--- config.mk ---
export PLATFORM = sky130hd
export DESIGN_NAME = entropy_bit_extractor_unit_flat
export DESIGN_NICKNAME = d
export VERILOG_FILES = /design/src/rtl/ebx_pkg.sv /design/src/rtl/ebx_chan_if.sv /design/src/rtl/ebx_core.sv /design/src/rtl/entropy_bit_extractor_unit.sv /design/src/flat_wrapper.sv
export VERILOG_INCLUDE_DIRS = /design/src /design/src/rtl
export SDC_FILE = /design/constraint.sdc
export NUM_CORES = 1
export LEC_CHECK = 0
export BUFFER_PORTS_ARGS = -buffer_cell sky130_fd_sc_hd__buf_2
export CAP_MARGIN = 20
export CORE_MARGIN = 1
export CORE_UTILIZATION = 59
export CTS_CLUSTER_DIAMETER = 120
export CTS_CLUSTER_SIZE = 10
export DETAILED_ROUTE_END_ITERATION = 6
export GPL_ROUTABILITY_DRIVEN = 0
export PLACE_DENSITY = 0.78
export SLEW_MARGIN = 20
export SYNTH_ARGS = -nofsm -noshare
export SYNTH_HDL_FRONTEND = slang
export SYNTH_SLANG_ARGS = --single-unit
--- constraint.sdc ---
create_clock -name clk_i -period 2.9 [get_ports clk_i]
set_clock_uncertainty 0.2 [all_clocks]
set_input_delay 0.145 -clock clk_i [delete_from_list [all_inputs] [get_ports clk_i]]
set_output_delay 0.145 -clock clk_i [all_outputs]
set_load 0.01 [all_outputs]
--- src/rtl/entropy_bit_extractor_unit_macros.svh ---
// ----------------------------------------------------------------------------
// Assertion macros for the entropy bit extractor
// Clocked on clk_i and disabled while rst_ni is low.
// ----------------------------------------------------------------------------
`ifndef ENTROPY_BIT_EXTRACTOR_UNIT_MACROS_SVH
`define ENTROPY_BIT_EXTRACTOR_UNIT_MACROS_SVH

`ifndef NO_ASSERTIONS
`define EBX_ASSERT(lbl, prop) \
  lbl: assert property (@(posedge clk_i) disable iff (!rst_ni) prop) \
    else $error("entropy bit extractor: assertion failed");
`define EBX_ASSERT_NEVER(lbl, cond) \
  lbl: assert property (@(posedge clk_i) disable iff (!rst_ni) !(cond)) \
    else $error("entropy bit extractor: forbidden condition seen");
`else
`define EBX_ASSERT(lbl, prop)
`define EBX_ASSERT_NEVER(lbl, cond)
`endif

`endif

--- src/rtl/ebx_pkg.sv ---
// ----------------------------------------------------------------------------
// Entropy bit extractor package
// Payload types, register indexes, mode codes and parity constants.
// ----------------------------------------------------------------------------
package ebx_pkg;

  localparam int unsigned CountW = 24;

  // Configuration register indexes.
  localparam logic [7:0] RegExtractMode = 8'd0;
  localparam logic [7:0] RegContinuous  = 8'd1;

  // Extraction modes.
  localparam logic [2:0] ModeA       = 3'd0;
  localparam logic [2:0] ModeB       = 3'd1;
  localparam logic [2:0] ModeXor     = 3'd2;
  localparam logic [2:0] ModeVonNeu  = 3'd3;
  localparam logic [2:0] ModeBoth    = 3'd4;
  localparam logic [2:0] ModeHamming = 3'd5;

  localparam logic [2:0] ModeReset = ModeXor;

  localparam logic [15:0] ParityTable = 16'b0110100110010110;
  localparam logic [3:0]  HamMask0    = 4'b1011;
  localparam logic [3:0]  HamMask1    = 4'b1101;
  localparam logic [3:0]  HamMask2    = 4'b1110;

  typedef struct packed {
    logic              kind;
    logic [1:0]        raw_bits;
    logic [CountW-1:0] req_count;
  } in_item_t;

  typedef struct packed {
    logic [7:0] random_byte;
    logic       request_done;
  } out_item_t;

  typedef struct packed {
    logic [7:0] index;
    logic [7:0] data;
  } cfg_item_t;

  typedef struct packed {
    logic      emit;
    out_item_t item;
  } core_res_t;

  function automatic logic par4(input logic [3:0] v);
    return ParityTable[v];
  endfunction

  function automatic logic [2:0] ham_parity(input logic [3:0] w);
    return {par4(w & HamMask0), par4(w & HamMask1), par4(w & HamMask2)};
  endfunction

endpackage

--- src/rtl/ebx_chan_if.sv ---
// ----------------------------------------------------------------------------
// Entropy bit extractor channel
// Valid/ready channel carrying one payload of a chosen type.
// ----------------------------------------------------------------------------
interface ebx_chan_if #(
  parameter type payload_t = logic
);
  logic     valid;
  logic     ready;
  payload_t data;

  modport source (output valid, output data, input ready);
  modport sink (input valid, input data, output ready);
endinterface

--- src/rtl/ebx_core.sv ---
// ----------------------------------------------------------------------------
// Entropy bit extractor core
// Conditioning state, bit packing and request counting for one item.
// ----------------------------------------------------------------------------
module ebx_core import ebx_pkg::*; (
  input  logic      clk_i,
  input  logic      rst_ni,
  input  logic      valid_i,
  input  logic      advance_i,
  input  in_item_t  item_i,
  input  logic [2:0] mode_i,
  input  logic      continuous_i,
  output core_res_t res_o
);

  logic [7:0]        acc_q, acc_d;
  logic [3:0]        total_q, total_d;
  logic [3:0]        win_q, win_d;
  logic              phase_q, phase_d;
  logic [9:0]        store_q, store_d;
  logic [3:0]        ptotal_q, ptotal_d;
  logic [CountW-1:0] rem_q, rem_d;

  always_comb begin
    logic       active;
    logic       a_bit;
    logic       b_bit;
    logic       shift1;
    logic       shift2;
    logic       sbit;
    logic       emit;
    logic [7:0] byte_val;
    logic [3:0] shamt;
    logic [9:0] shifted;

    acc_d    = acc_q;
    total_d  = total_q;
    win_d    = win_q;
    phase_d  = phase_q;
    store_d  = store_q;
    ptotal_d = ptotal_q;
    rem_d    = rem_q;
    emit     = 1'b0;
    byte_val = 8'd0;
    shifted  = 10'd0;
    shamt    = 4'd0;
    shift1   = 1'b0;
    shift2   = 1'b0;
    sbit     = 1'b0;
    a_bit    = item_i.raw_bits[0];
    b_bit    = item_i.raw_bits[1];
    active   = !item_i.kind && ((rem_q != '0) || continuous_i);

    if (item_i.kind) begin
      rem_d = item_i.req_count;
    end else if (active) begin
      case (mode_i)
        ModeA: begin
          shift1 = 1'b1;
          sbit   = a_bit;
        end
        ModeB: begin
          shift1 = 1'b1;
          sbit   = b_bit;
        end
        ModeXor: begin
          shift1 = 1'b1;
          sbit   = a_bit ^ b_bit;
        end
        ModeVonNeu: begin
          // Pairs 00 and 11 carry no bit and leave the accumulator alone.
          shift1 = a_bit ^ b_bit;
          sbit   = b_bit;
        end
        ModeBoth: begin
          shift2 = 1'b1;
        end
        ModeHamming: begin
          win_d   = {win_q[1:0], item_i.raw_bits};
          phase_d = !phase_q;
          if (!phase_q) begin
            store_d  = {store_q[6:0], ham_parity(win_d)};
            ptotal_d = ptotal_q + 4'd3;
          end
        end
        default: begin
        end
      endcase

      if (shift1) begin
        acc_d   = {acc_q[6:0], sbit};
        total_d = total_q + 4'd1;
      end else if (shift2) begin
        acc_d   = {acc_q[5:0], item_i.raw_bits};
        total_d = total_q + 4'd2;
      end

      if (mode_i == ModeHamming) begin
        if (ptotal_d >= 4'd8) begin
          shamt    = ptotal_d - 4'd8;
          shifted  = store_d >> shamt;
          byte_val = shifted[7:0];
          ptotal_d = ptotal_d - 4'd8;
          emit     = 1'b1;
        end
      end else if (mode_i <= ModeBoth) begin
        if (total_d >= 4'd8) begin
          byte_val = acc_d;
          total_d  = total_d - 4'd8;
          emit     = 1'b1;
        end
      end
    end

    res_o.emit                   = valid_i && emit;
    res_o.item.random_byte       = byte_val;
    res_o.item.request_done      = emit && (rem_q == CountW'(1));
    if (emit && (rem_q != '0)) begin
      rem_d = rem_q - CountW'(1);
    end
  end

  always_ff @(posedge clk_i or negedge rst_ni) begin
    if (!rst_ni) begin
      acc_q    <= '0;
      total_q  <= '0;
      win_q    <= '0;
      phase_q  <= 1'b0;
      store_q  <= '0;
      ptotal_q <= '0;
      rem_q    <= '0;
    end else if (advance_i) begin
      acc_q    <= acc_d;
      total_q  <= total_d;
      win_q    <= win_d;
      phase_q  <= phase_d;
      store_q  <= store_d;
      ptotal_q <= ptotal_d;
      rem_q    <= rem_d;
    end
  end

endmodule

--- src/rtl/entropy_bit_extractor_unit.sv ---
// ----------------------------------------------------------------------------
// Entropy bit extractor unit
// Conditions raw two-source entropy samples and packs them into bytes.
// ----------------------------------------------------------------------------
// Usage: raw samples and byte requests enter on in_if; kind selects between
// them. Conditioned bytes leave on out_if together with a flag that marks the
// byte which used up the outstanding request. cfg_if writes the extraction
// mode (index 0) and the continuous flag (index 1); it is always ready and
// should only be written while no transaction is in flight.
// Path: an accepted item is held in the input register and its byte, if any,
// is then registered in the output register, from which it leaves on out_if.
// Throughput is one item per cycle while out_if is not stalled: the conditioning
// state is updated as each item advances, so consecutive items need not wait.
// Items that produce no byte (requests, dropped or discarded samples) still
// take one slot in the input register.
// Reset clears the packing state, the request counter and both registers;
// the mode returns to A xor B and continuous mode to off.
// When the receiver stalls, the output register holds its byte and the input
// register holds its item; in_if stays ready until both are occupied.
// ----------------------------------------------------------------------------
`include "entropy_bit_extractor_unit_macros.svh"

module entropy_bit_extractor_unit import ebx_pkg::*; (
  input logic clk_i,
  input logic rst_ni,
  ebx_chan_if.sink   in_if,
  ebx_chan_if.source out_if,
  ebx_chan_if.sink   cfg_if
);

  logic       stage_vld_q;
  in_item_t   stage_q;
  logic       out_vld_q;
  out_item_t  out_q;
  logic [2:0] mode_q;
  logic       cont_q;
  logic       stage_adv;
  core_res_t  res;
  cfg_item_t  cfg_w;

  // The input register moves on when the output register is free or drains.
  assign stage_adv   = stage_vld_q && (!out_vld_q || out_if.ready);
  assign in_if.ready = !stage_vld_q || stage_adv;
  assign cfg_if.ready = 1'b1;
  assign cfg_w       = cfg_if.data;

  always_ff @(posedge clk_i or negedge rst_ni) begin
    if (!rst_ni) begin
      mode_q <= ModeReset;
      cont_q <= 1'b0;
    end else if (cfg_if.valid) begin
      if (cfg_w.index == RegExtractMode) begin
        mode_q <= cfg_w.data[2:0];
      end else if (cfg_w.index == RegContinuous) begin
        cont_q <= cfg_w.data[0];
      end
    end
  end

  always_ff @(posedge clk_i or negedge rst_ni) begin
    if (!rst_ni) begin
      stage_vld_q <= 1'b0;
    end else if (in_if.ready) begin
      stage_vld_q <= in_if.valid;
    end
  end

  always_ff @(posedge clk_i) begin
    if (in_if.ready && in_if.valid) begin
      stage_q <= in_if.data;
    end
  end

  ebx_core u_core (
    .clk_i        (clk_i),
    .rst_ni       (rst_ni),
    .valid_i      (stage_vld_q),
    .advance_i    (stage_adv),
    .item_i       (stage_q),
    .mode_i       (mode_q),
    .continuous_i (cont_q),
    .res_o        (res)
  );

  always_ff @(posedge clk_i or negedge rst_ni) begin
    if (!rst_ni) begin
      out_vld_q <= 1'b0;
    end else if (stage_adv && res.emit) begin
      out_vld_q <= 1'b1;
    end else if (out_if.ready) begin
      out_vld_q <= 1'b0;
    end
  end

  always_ff @(posedge clk_i) begin
    if (stage_adv && res.emit) begin
      out_q <= res.item;
    end
  end

  assign out_if.valid = out_vld_q;
  assign out_if.data  = out_q;

  `EBX_ASSERT(a_emit_lands, stage_adv && res.emit |=> out_vld_q)
  `EBX_ASSERT(a_ready_low_full, !in_if.ready |-> stage_vld_q && out_vld_q && !out_if.ready)
  `EBX_ASSERT_NEVER(a_request_no_byte, stage_vld_q && stage_q.kind && res.emit)
  `EBX_ASSERT_NEVER(a_emit_without_item, res.emit && !stage_vld_q)

endmodule
--- src/flat_wrapper.sv ---
// flat-port wrapper written by rule: the top's interface ports become plain ports
module entropy_bit_extractor_unit_flat import ebx_pkg::*;
  (clk_i, rst_ni, in_if_valid, in_if_data, in_if_ready, out_if_valid, out_if_data, out_if_ready, cfg_if_valid, cfg_if_data, cfg_if_ready);
  ebx_chan_if in_if_i ();
  ebx_chan_if out_if_i ();
  ebx_chan_if cfg_if_i ();
  input logic clk_i;
  input logic rst_ni;
  input wire logic [$bits(in_if_i.valid)-1:0] in_if_valid;
  input wire logic [$bits(in_if_i.data)-1:0] in_if_data;
  output wire logic [$bits(in_if_i.ready)-1:0] in_if_ready;
  output wire logic [$bits(out_if_i.valid)-1:0] out_if_valid;
  output wire logic [$bits(out_if_i.data)-1:0] out_if_data;
  input wire logic [$bits(out_if_i.ready)-1:0] out_if_ready;
  input wire logic [$bits(cfg_if_i.valid)-1:0] cfg_if_valid;
  input wire logic [$bits(cfg_if_i.data)-1:0] cfg_if_data;
  output wire logic [$bits(cfg_if_i.ready)-1:0] cfg_if_ready;
  assign in_if_i.valid = in_if_valid;
  assign in_if_i.data = in_if_data;
  assign in_if_ready = in_if_i.ready;
  assign out_if_valid = out_if_i.valid;
  assign out_if_data = out_if_i.data;
  assign out_if_i.ready = out_if_ready;
  assign cfg_if_i.valid = cfg_if_valid;
  assign cfg_if_i.data = cfg_if_data;
  assign cfg_if_ready = cfg_if_i.ready;
  entropy_bit_extractor_unit u_core (.clk_i(clk_i), .rst_ni(rst_ni), .in_if(in_if_i), .out_if(out_if_i), .cfg_if(cfg_if_i));
endmodule
# --- Word level (Yosys, flattened, before mapping) ---
# Cells that the tools add are included.
totals:
  reg_bits: 33
  mem_count: 0
  latchBits: 0
  mem_bits_rw: 0
  word_cells: 44
  rom_bits: 0
  out_inout_bits: 4
  in_bits: 7
classes:
  div_mod_pow: 0
  eq_ne: 3
  order_cmp: 2
  multipliers: 0
  bitwise_logic: 0
  shifts: 0
  n_reduce_logical: 15
  add_sub_neg: 4
  muxes: 14
ops:
  columns: ["operator", "count"]
  rows:
  - ["24-bit by 1-bit equality test with 1-bit output, second input constant", 1]
  - ["24-bit 2-to-1 mux", 1]
  - ["24-bit nonzero test", 1]
  - ["24-bit by 1-bit subtractor with 24-bit output, second input constant", 1]
  - ["4-bit 2-to-1 mux", 5]
  - ["1-bit 2-to-1 mux", 8]
  - ["1-bit logical AND", 5]
  - ["4-bit by 1-bit adder with 4-bit output, second input constant", 1]
  - ["4-bit by 2-bit adder with 4-bit output, second input constant", 1]
  - ["4-bit >= comparator, second input constant", 1]
  - ["2-bit AND reduction", 2]
  - ["4-bit subtractor, second input constant", 1]
  - ["2-bit by 3-bit <= comparator with 1-bit output, second input constant", 1]
  - ["3-bit logical NOT", 1]
  - ["3-bit OR reduction", 1]
  - ["2-bit by 1-bit equality test with 1-bit output, second input constant", 1]
  - ["2-bit equality test, second input constant", 1]
  - ["1-bit logical NOT", 2]
  - ["1-bit logical OR", 2]
  - ["2-bit nonzero test", 1]

# --- Depth between registers and ports, before layout ---
# Gate-level depths: netlist (run 1).
logic_depth:
  ltp_word: 13
  ltp_mapped: 7
  depth_no_buf: 7

# --- Hierarchy ---
# Synthesis (run 1) repeated with hierarchy kept, for this count alone.
hier_totals:
  cells_unflattened: 495
  hier_area_um2: 4215.3
modules_own_cells:
  columns: ["mod", "instances", "cells_per_inst", "area_per_inst_um2", "seq_area_each_um2"]
  rows:
  - ["ebx_core", 1, 476, 3960.0, 1326.3]
  - ["entropy_bit_extractor_unit", 1, 19, 255.2, 161.4]

# --- Worst setup path after synthesis (run 1) ---
# OpenSTA, ideal clock, no wires.
synth_path:
  path_kind: "flip-flop to flip-flop"
  startpoint: "reg u_core.u_core.rem_q[17]"
  endpoint: "reg u_core.u_core.total_q[1]"
  synth_period_minus_slack_ns: 2.142
  path_stages_with_launch: 6
  required_ns: 2.573
  arrival_ns: 1.815
  setup_ns: 0.127
  setup_slack_ns: 0.758
  path_buffers: 0
  cell_sequence: "dfrtp_1 > or4_4 > and4b_2 > a21oi_1 > nand2_2 > mux2_1"
synth_between:
  elab_chain_cells: 2
synth_rtl:
  columns: ["item", "line", "rtl"]
  rows:
  - ["start, declared", "ebx_core.sv:22", "logic [CountW-1:0] rem_q, rem_d;"]
  - ["start signal, assigned", "ebx_core.sv:139", "rem_q <= rem_d;"]
  - ["24-bit nonzero test", "ebx_core.sv:52", "active = !item_i.kind && ((rem_q != '0) || continuous_i);"]
  - ["2-bit AND reduction (no line)", null, null]
  - ["end signal, assigned", "ebx_core.sv:134", "total_q <= total_d;"]
  - ["end, declared", "ebx_core.sv:17", "logic [3:0] total_q, total_d;"]
# No other way between the ends.
# A chain may end at the register's enable or synchronous reset.

# --- Final worst setup path (run 1) ---
layout_path:
  startpoint: "reg u_core.u_core.rem_q[0]"
  endpoint: "reg u_core.u_core.total_q[1]"
# The elaborated chain is that of the path after synthesis.

==> flow_summary.yaml, run 1 <==
synth:
  ys_seq_area_share_pct: 49.15
  synthTopCellsByCount: "31 x dfrtp_1, 23 x xnor2_1, 14 x nand3_1"
  yosys-top-cells-area: "dfrtp_1 46%, xnor2_1 12%, nand3_1 4.1%, ha_1 3.0%, nor2_1 2.4%"
  synth_fa_ha_area_share_pct: 2.956
  synthXorXnorAreaFrac_pct: 12.42
  synth_warnings: 0
  synth_top_area_share_pct: 45.82
  muxShareOfSynthArea_pct: 3.769
  async_reset_ff_share_pct: 96.97
  synth_cell_types: 41
  syn_area_per_cell_um2: 11.06
  synth-simple-area-share_pct: 28.16
  yosys.area.top_type: "dfrtp_1"
  synth-edff-count: 1
  synth_seq_cells: 33
  synth_top_family_by_area: "simple AND/OR/NAND/NOR gates"
  ys.flop_type: "dfrtp_1"
  synth_cells: 153
  synthesis.nets: 164
  synth_compound_area_share_pct: 1.183
  yosysMostFrequentCell: "dfrtp_1"
  synth_area_um2: 1693
cts:
  clockBufferDepth: 2
  numCtsBuffers: 5
  cts_resized: 0
  cts_sinks: 33
  insertion_delay_ns: 0.35
  h-tree-depth: 2
  cts-root-buf: "clkbuf_4"
  cts_hold_buf: 6
  cts_setup_buffers: 0
  path_clk_slew_ns: 0.11
  cts_tree: "built"
routing:
  postRouteAntennaNets: 0
  viasPerCell: 5.931
  drc: 0
  dr.pass1.iters: 4
  vias: 1210
  drt-total-wl_um: 3143
  drt_iter0_markers: 32
  routedWlPerCell_um: 15.41
cells_and_area:
  final_util_pct: 69.34
  syn_to_final_growth_pct: 11.97
  antenna_cells: 0
  drive_gt1_share_pct: 19.08
  fin_nets: 183
grt:
  grt.overflow.total: 0
  antenna_found_initial: 0
  grt_pass1_vias: 1252
  grt_pass1_wl_um: 5409
  grt_max_degree: 33
  grt_usage_pct: 23.52
timing:
  hold_viol_final: 0
  rsz0062_at_grt: "no"
  setup-violations-final: 0
  relSlewSlack_pct: 54.66
  slew_viol_final: 0
  worst_pin_slew_ns: 0.6801
  fin_crit_sh_pct: 82.02
  period_minus_slack_ns: 2.379
  finalSetupTns_ns: 0
  max_freq_ghz: 0.4204
power_and_ir_drop:
  powerDensity_nw_per_um2: 956.2
  p_leak_nw: 0.8419
  peakVddDrop_v: 0.0006247
die:
  die_h_um: 55.57
  ioPinCount: 11
  die_area_um2: 3087
  initial_core_util_pct: 61.92
  die_x_um: 55.57
  coreArea_um2: 2734
  rows: 19
outcome:
  run_status: "finished, final reports clean"
run:
  cap_violations: 0
placement:
  dpl.hpwl_um: 2203
  portBuffers: 8
worst_setup_path:
  required_ns: 2.93
  critPathMaxFanout: 5
  worstSetupEndpointType: "register"
  cp-start-kind: "register"
  crit_arrival_ns: 2.41
  critical_path_class: "reg -> reg"
min_path:
  hold_class: "in -> async"
## area by class of cell
type	instances	area, µm²
Inverter	4	15.01
Clock inverter	1	5.005
Fill cell	220	838.3
Timing Repair Buffer	16	115.1
Multi-Input combinational cell	112	824.5
Clock buffer	7	65.06
Tap cell	31	38.79
Sequential cell	33	832.0
## worst paths after layout
kind                                                       from                              endpoint  slack (ns)  cells past startpoint
setup reg to reg             u_core.u_core.rem_q[0]$_DFFE_PN0P_  u_core.u_core.total_q[1]$_DFFE_PN0P_        0.52                      7
hold / removal                                           rst_ni    u_core.u_core.rem_q[0]$_DFFE_PN0P_        0.16                      2
max in group asynchronous                                rst_ni          u_core.mode_q[0]$_DFFE_PN0P_        1.89                      2
setup / recovery             u_core.u_core.rem_q[0]$_DFFE_PN0P_  u_core.u_core.total_q[1]$_DFFE_PN0P_        0.52                      7
hold reg to reg            u_core.u_core.total_q[2]$_DFFE_PN0P_  u_core.u_core.total_q[2]$_DFFE_PN0P_        0.28                      1
min in group clk_i                                 cfg_if_valid          u_core.mode_q[1]$_DFFE_PN1P_        0.27                      3
## sequential cells by signal, summed over array words and instances, names as in the netlist
register,flops
u_core.out_if.data,1
u_core.stage_vld_q,1
u_core.u_core.total_q,4
u_core.mode_q,2
u_core.out_if.valid,1
u_core.u_core.rem_q,24
## cells by family after synthesis
family / Yosys count
compound gates: 3
flops: 33
xor+xnor: 24
mux: 6
simple gates: 74
other cells: 1
fa+ha+maj: 4
buf+inv: 8
## placed cells by master, fill, tap and decap left out, drive strengths merged, types with 4 or more instances in the layout
master,n
nor4,6
nand2,10
dlygate4sd3,6
inv,4
nand3,14
buf,10
nor3,4
ha,4
xnor2,23
nand3b,5
dfrtp,31
clkbuf,7
nand4b,4
nor2,11
nand4,6
## metrics by stage
stage / area [µm²] / hold WS, ns / power [mW] / std cells / worst slack [ns]
finish: 1896 / 0.1616 / 1.813 / 204 / 0.5214
global placement: 1765 / 0.02192 / 1.467 / 190 / 0.6163
detailed placement: 1765 / 0.02410 / 1.517 / 190 / 0.5521
floorplan: 1693 / -0.3506 / 1.337 / 153 / 0.7580
global route: 1896 / 0.2360 / 1.941 / 204 / 0.4231
CTS: 1896 / 0.1883 / 1.821 / 204 / 0.5161
## worst max-delay path, cell delays in order (launching register included)
cell     delay [ns]
dfrtp_1        0.45
inv_1          0.09
ha_1           0.24
nor4b_1        0.15
and4b_2        0.29
a21oi_1        0.39
nand2_2        0.13
mux2_1         0.33
## per-layer routing
layer | global-route usage (%) | routed length, µm | share of wire [%]
met3 | 9.368 | 111 | 3.5
met2 | 37.18 | 1561 | 50
met1 | 26.84 | 1382 | 44
met4 | 13.93 | 88 | 2.8
met5 | 0 | 0 | 0
## where the power goes
group | switching [mW] | leakage (nW) | internal, mW | total [mW]
combinational | 0.381 | 0.378 | 0.335 | 0.717
sequential | 0.180 | 0.422 | 0.620 | 0.800
clock | 0.155 | 0.0413 | 0.140 | 0.296
Note: power is estimated with default switching activity, not from simulation.
==> run 2: changes to the inputs <==
clock period = 2.22 ns   (was 2.9 ns; I/O delays follow)
==> run 2 against run 1 <==
Power increased by 36%. Flip-flop and latch count unchanged. Maximum frequency increased by 9.2%. Register-to-register slack got worse by 0.48 ns. Via count increased by 1.6%. Final cell count increased by 3.9%. Die area unchanged. Critical path depth decreased by 2. Critical path type unchanged. Largest power group is now combinational cells. Highest routed layer is now met3.
==> flow_summary.yaml, run 2 (synthesis gave the netlist of run 1 again) <==
outcome:
  run_status: "finished, final reports clean"
power_and_ir_drop:
  p_leak_nw: 0.8700
  power_mw: 2.465
  power_frac_clock_pct: 14.3
  p_sw_share_pct: 39.48
  powerDensity_nw_per_um2: 1261
  pwr-share-seq_pct: 41.8
  peakVddDrop_v: 0.001031
  p_comb_share_pct: 43.8
  intPower_mw: 1.492
  switchingPower_mw: 0.9734
grt:
  grtUsageMet2_pct: 38.73
  grt.overflow.total: 0
  grt_max_degree: 33
  grt_pass1_wl_um: 5775
  grt_usage_pct: 24.40
  grt_util_met3_pct: 8.899
  busiest_layer: "met2"
  grt_pass1_vias: 1246
  met1_usage_pct: 31.41
  antenna_found_initial: 0
timing:
  fin_crit_sh_pct: 98.15
  setup-violations-final: 0
  hold_viol_final: 0
  relSlewSlack_pct: 53.41
  whs_ns: 0.1428
  max_freq_ghz: 0.4590
  slew_viol_final: 0
  worst_pin_slew_ns: 0.6988
  setup_ws_ns: 0.04116
  period_minus_slack_ns: 2.179
  finalSetupTns_ns: 0
cells_and_area:
  num-fill-cells: 206
  mostFrequentLayoutCells: "31 x dfrtp_1, 23 x xnor2_1, 14 x nand3_1"
  antenna_cells: 0
  largest_reg_flops: 24
  design_area_um2: 1956
  final_util_pct: 71.53
  final_cells: 212
  syn_to_final_growth_pct: 15.52
  fin_nets: 191
  regMostFlops: "u_core.u_core.rem_q"
  drive_gt1_share_pct: 22.65
  largestRegisters: "u_core.u_core.rem_q (24), u_core.u_core.total_q (4), u_core.mode_q (2)"
  layout_commonest_cell: "dfrtp_1"
routing:
  vias: 1229
  routedWlPerCell_um: 15.00
  drt-total-wl_um: 3181
  dr.pass1.iters: 4
  drt_iter0_markers: 48
  viasPerCell: 5.797
  drc: 0
  postRouteAntennaNets: 0
cts:
  cts-root-buf: "clkbuf_4"
  path_clk_slew_ns: 0.10
  numCtsBuffers: 5
  cts_sinks: 33
  h-tree-depth: 2
  clockBufferDepth: 2
  insertion_delay_ns: 0.34
  cts_tree: "built"
min_path:
  hold_class: "in -> async"
worst_setup_path:
  rr_startpoint: "u_core.u_core.rem_q[17]$_DFFE_PN0P_"
  crit_start: "u_core.u_core.rem_q[17]$_DFFE_PN0P_"
  required_ns: 2.24
  critical_path_class: "reg -> reg"
  worstSetupEndpointType: "register"
  cp-start-kind: "register"
  crit_arrival_ns: 2.20
  critPathMaxFanout: 5
placement:
  dp_slack_ns: -0.005056
  placedInstanceArea_um2: 1810
  portBuffers: 8
  post-place-cells: 196
  dpl.hpwl_um: 2162
die:
  ioPinCount: 11
  rows: 19
  coreArea_um2: 2734
  die_area_um2: 3087
  die_h_um: 55.57
  die_x_um: 55.57
  initial_core_util_pct: 61.92
run:
  cap_violations: 0
==> run 2: changes by cell type in the layout (fill, tap and decap cells not counted) <==
| cell | delta |
|---|---|
| buf_4 | +8 |
| clkbuf_1 | +2 |
| clkbuf_8 | -1 |
| clkinv_2 | -1 |
| ha_1 | -1 |
| ha_2 | +1 |
| inv_1 | -1 |
| inv_2 | +1 |
| nand4_2 | -1 |
| nand4_4 | +1 |
==> run 2: layout make-up <==
| cell class | count | area [µm²] | share of cell area, % |
|---|---|---|---|
| tap | 31 | 38.79 | 1.983 |
| sequential | 33 | 832.0 | 42.55 |
| timing repair buffer | 24 | 175.2 | 8.957 |
| multi-input combinational | 112 | 835.8 | 42.74 |
| clock buffer | 8 | 58.81 | 3.007 |
| inverter | 4 | 15.01 | 0.7678 |
==> run 2: power by group through the flow <==
| stage | Combinational, mW | Clock (mW) | Sequential [mW] |
|---|---|---|---|
| floorplan | 0.742 | 0 | 1.00 |
| global placement | 0.978 | 0 | 1.02 |
| detailed placement | 1.02 | 0 | 1.04 |
| CTS | 1.06 | 0.364 | 1.03 |
| global route | 1.19 | 0.383 | 1.07 |
| finish | 1.08 | 0.354 | 1.03 |
==> run 2: final timing paths <==
| check | depth (start not counted) | slack, ns | to |
|---|---|---|---|
| worst max-delay path | 5 | 0.04 | u_core.u_core.total_q[1]$_DFFE_PN0P_ |
| worst min-delay path | 2 | 0.14 | u_core.u_core.rem_q[8]$_DFFE_PN0P_ |
| worst max register to register | 5 | 0.04 | u_core.u_core.total_q[1]$_DFFE_PN0P_ |
| worst min register to register | 1 | 0.28 | u_core.u_core.total_q[2]$_DFFE_PN0P_ |
| max in group asynchronous | 2 | 1.23 | u_core.u_core.rem_q[18]$_DFFE_PN0P_ |
| min in group clk_i | 3 | 0.27 | u_core.mode_q[1]$_DFFE_PN1P_ |
==> run 2: per-layer routing <==
metal / part of all wire, % / up-vias
li1: - / 588
met1: 45 / 605
met2: 49 / 36
met3: 5.2 / 0
met4: 0 / 0
met5: 0 / -
==> run 2: worst max-delay path, cell delays in order (launching register included) <==
cell and delay (ns):
dfrtp_1 0.38, or4_4 0.57, and4b_2 0.37, a21oi_1 0.11, nand2_2 0.09, mux2_1 0.33
==> run 2: timing repair <==
action | in CTS | in global routing
hold buffers | 6 | 0
resized for setup | 1 | 2
gates cloned | 0 | 0
endpoints found under the setup margin | 1 | 6
pin swaps | 0 | 1
buffers inserted | 0 | 2
hold endpoints to repair | 35 | 0
